### src/plm_pkg.sv
// Package: word types, op codes, sizes and state enums for the per-label mean engine.
`default_nettype none
package plm_pkg;
    localparam int NumLabels  = 256;
    localparam int LabelBits  = 8;
    localparam int SampleBits = 16;
    localparam int CountBits  = 24;
    localparam int CntW       = CountBits + 1;
    localparam int SumW       = 40;
    localparam int EntryW     = SumW + CntW;
    localparam int QDepth     = 4;
    localparam int QPtrW      = 2;

    typedef enum logic [1:0] {
        OP_ACCUM = 2'd0,
        OP_QUERY = 2'd1,
        OP_CLEAR = 2'd2,
        OP_NONE  = 2'd3
    } op_t;

    typedef struct packed {
        logic [1:0]                   op;
        logic [LabelBits-1:0]         label;
        logic signed [SampleBits-1:0] sample;
    } in_word_t;

    typedef struct packed {
        logic signed [15:0] mean;
        logic [CntW-1:0]    voxel_count;
        logic               empty_res;
    } out_word_t;

    // command handed from front to back
    typedef struct packed {
        op_t                          op;
        logic [LabelBits-1:0]         label;
        logic signed [SampleBits-1:0] sample;
    } cmd_t;

    typedef enum logic [2:0] {
        B_INIT, B_IDLE, B_READ, B_WRITE, B_DIV, B_OUT
    } back_state_t;
endpackage
`default_nettype wire

### src/plm_front.sv
// Front end: accepts input words, drops no-op codes, queues commands for the back end.
`default_nettype none
module plm_front (
    input  wire logic            clk,
    input  wire logic            rst_n,
    input  wire logic            push,
    output logic                 full,
    input  wire plm_pkg::in_word_t in_word,
    output logic                 cmd_valid,
    output plm_pkg::cmd_t        cmd,
    input  wire logic            cmd_take
);
    import plm_pkg::*;

    cmd_t               q_reg [QDepth];
    logic [QPtrW-1:0]   wp_reg, rp_reg;
    logic [QPtrW:0]     cnt_reg, cnt_next;
    logic               wr;

    assign full      = (cnt_reg == QDepth[QPtrW:0]);
    assign wr        = push && !full && (in_word.op != OP_NONE);
    assign cmd_valid = (cnt_reg != '0);
    assign cmd       = q_reg[rp_reg];

    always_comb
    begin
        cnt_next = cnt_reg;
        if (wr && !(cmd_take && cmd_valid))
        begin
            cnt_next = cnt_reg + 1'b1;
        end
        else if (!wr && cmd_take && cmd_valid)
        begin
            cnt_next = cnt_reg - 1'b1;
        end
    end

    always_ff @(posedge clk)
    begin
        if (wr)
        begin
            q_reg[wp_reg] <= '{op: op_t'(in_word.op), label: in_word.label,
                               sample: in_word.sample};
        end
    end

    always_ff @(posedge clk or negedge rst_n)
    begin
        if (!rst_n)
        begin
            wp_reg  <= '0;
            rp_reg  <= '0;
            cnt_reg <= '0;
        end
        else
        begin
            cnt_reg <= cnt_next;
            if (wr)
            begin
                wp_reg <= wp_reg + 1'b1;
            end
            if (cmd_take && cmd_valid)
            begin
                rp_reg <= rp_reg + 1'b1;
            end
        end
    end
endmodule
`default_nettype wire

### config.mk
export PLATFORM = sky130hd
export DESIGN_NAME = plm_front
export DESIGN_NICKNAME = d
export VERILOG_FILES = /design/src/plm_pkg.sv /design/src/plm_front.sv
export SDC_FILE = /design/constraint.sdc
export NUM_CORES = 1
export LEC_CHECK = 0
export ABC_AREA = 1
export BUFFER_PORTS_ARGS = -buffer_cell sky130_fd_sc_hd__buf_2
export CORE_MARGIN = 5
export CORE_UTILIZATION = 45
export DETAILED_ROUTE_END_ITERATION = 10
export SYNTH_ARGS = -nofsm -noshare
export SYNTH_HDL_FRONTEND = slang
export SYNTH_SLANG_ARGS = --single-unit
### constraint.sdc
create_clock -name clk -period 5.05 [get_ports clk]
set_input_delay 0.7575 -clock clk [delete_from_list [all_inputs] [get_ports clk]]
set_output_delay 0.7575 -clock clk [all_outputs]
set_load 0.03 [all_outputs]
==> impl_results.md <==
* Final WL at 8.23 mm
* Fraction of layout cells with a size suffix above 1 at 0.236
* Netlist cell types at 24
* Max-cap violations at 0
* Antenna Violating Nets Remaining at 0
* CTS tree: built
* Max Slew Vio Count at 0
* Initial antenna violation count at 0
* Max FFs per register at 104
* CP required at 4.29 ns
* Area share of the largest cell type after synthesis at 0.726
* CTS Root Cell: clkbuf_8
* Commonest non-fill, non-tap cell in the layout: edfxtp_1
* Post-Syn Area per Cell at 14.0 um^2
* Die area at 11,600 um^2
* # port buffers at 57
* Total track usage at 0.145
* Critical Path End Type: output port
* Hold Violations, Final at 0
* FILL cells at 814
* Synth Area in Compound Gates at 0.103
* Critical path's slowest cell: dfrtp_1
* #FFs+latches synth at 111
* Tmin final at 3.70 ns
* Die X at 108 um
* Via-per-instance ratio at 5.18
* Syn_nets at 343
* Crit path cell chain: clkinv_1 > o21ai_0 > o22ai_1 > buf_2
* Sink Count at 111
* Peak VDD IR at 0.289 mV
* Post-synthesis mux area share at 0
* Setup TNS at 0 ns
* Crit-path max FO at 28
* Worst rel slew slack at 0.374
* Core Area at 9280 um^2
* First-pass GRT wire length at 12.5 mm
* Antenna cells at 0
* # rows at 35
* Fin cells at 493
* I/O pin count at 58
* Largest cells by area after synthesis: edfxtp_1 73%, o21ai_0 5.7%, nor2_1 5.2%, dfrtp_1 4.1%, o22ai_1 3.8%
* Remaining DRCs at 0
* Synth Area in XOR/XNOR at 0.00407
* Final setup violation count at 0
* Simple-gate share of the synthesized area at 0.0785
* Netlist Area Pre-Place at 4300 um^2
* Die Y at 108 um
* Setup bufs post-CTS at 0
* Status: complete, no violations
* Worst-margin pin slew at 0.939 ns
* Most frequent cells in the layout: 104 x edfxtp_1, 57 x buf_2, 56 x nor2_1
* 1st-pass router iterations at 4
* Power density cells at 610 nW/um^2
* TritonCTS buffer count at 9
* Hold Crit Class: in -> async
* Top delay family on crit path: buffers and inverters
* Unrepaired setup endpoints after global routing: false
* Setup CP Type: reg -> out
* Post-Route Skew at 0.00849 ns
* Via count at 2,552
* Area growth syn-to-layout at 13.7%
* Number of global-route vias before repair at 2,463
* HPWL after DPL at 4.63 mm
* Skew-Pair Late Insertion Delay at 0.36 ns
* Gr ovfl total at 0
* Multi-input gate area at 900 um^2
* Sequential cell area at 3300 um^2
* Synthesis warning total at 0
* CP peak stage delay at 0.97 ns
* Largest family of logic cells by synthesized area: compound AO/OA/AOI/OAI gates
* Reg2reg setup slack at 2.85 ns
* Post-route clock period utilization at 0.734
* Largest area contributor in the netlist: edfxtp_1
* Count of hold-fix buffers inserted at cts at 0
* P_leak at 1.73 nW
* Clk buf depth at 2
* Syn Inst Count at 308
* H-tree lvl count at 3
* Adder and majority gate portion of the synthesized area at 0.0163
* Clock-pin transition on the worst setup and hold timing paths at 0.10 ns
* Placed Cells at 478
* Largest net degree at the start of global routing at 55
* Initial Util at 0.463
* Placer Congestion at 0.701
* Post-cts sizing count at 0
* Crit start category: flop
* CP Data Arrival Time at 2.95 ns
* CP bufs+invs at 2
* Sequential share of the synthesized area at 0.767
* Fmax at 270 MHz
* Wirelength per Cell at 16.7 um
* DR iter-0 viols at 88
* Nets at 395
## cell families (layout without fill, tap and decap cells)
| logic type | after synthesis | count (layout) |
|---|---|---|
| flops | 111 | 111 |
| simple gates | 80 | 80 |
| fa+ha+maj | 5 | 5 |
| xor+xnor | 2 | 2 |
| buf+inv | 29 | 85 |
| compound gates | 81 | 81 |
## cell usage after synthesis, drive strengths merged
master / n
o21ai: 52
o22ai: 26
edfxtp: 104
nor2: 61
inv: 12
fa: 1
a21oi: 2
clkinv: 1
a21boi: 1
buf: 14
ha: 4
dfrtp: 7
xor2: 2
nand2: 15
clkbuf: 2
nand3: 4
## per-layer routing
metal / GRT usage / part of all wire / vias up
met5: 0 / 0 / -
met2: 0.243 / 0.49 / 61
li1: - / - / 1231
met4: 0.0595 / 0.019 / 0
met1: 0.179 / 0.45 / 1247
met3: 0.0348 / 0.043 / 13
## stage by stage
step           setup WS (ns)  power (mW)  hold WS [ns]  utilization  cell area, um^2
2_1_floorplan           2.45        2.15         0.462            -             4300
3_3_place_gp            1.76        2.48         0.493        0.506             4690
3_5_place_dp            1.73        2.50         0.506        0.506             4690
4_1_cts                 1.32        3.01         0.216        0.527             4890
5_1_grt                 1.07        3.16         0.205        0.527             4890
6_report                1.35        2.98         0.218        0.527             4890
## worst paths after layout
path	depth (start not counted)	from	end
min in group clk	2	cnt_reg[2]	cnt_reg[2]
hold reg to reg	2	cnt_reg[2]	cnt_reg[2]
hold / removal	1	rst_n	cnt_reg[1]
max in group asynchronous	1	rst_n	rp_reg[0]
setup / recovery	4	rp_reg[1]	cmd[25]
setup reg to reg	3	rp_reg[0]	rp_reg[1]
## area by class of cell
| class | instances | area share |
|---|---|---|
| clock buffers | 9 | 0.0253 |
| clock inverters | 6 | 0.0146 |
| inverters | 13 | 0.00998 |
| multi-input cells | 168 | 0.184 |
| flip-flops and latches | 111 | 0.675 |
| well taps | 129 | 0.0330 |
| repair buffers | 57 | 0.0583 |
## power by group
part | total [mW] | switching, mW | internal (mW) | leakage, nW
logic | 1.14 | 0.821 | 0.319 | 0.601
clock network | 0.525 | 0.293 | 0.231 | 0.0988
registers | 1.32 | 0.143 | 1.17 | 1.03
(Power assumes the default switching activity.)
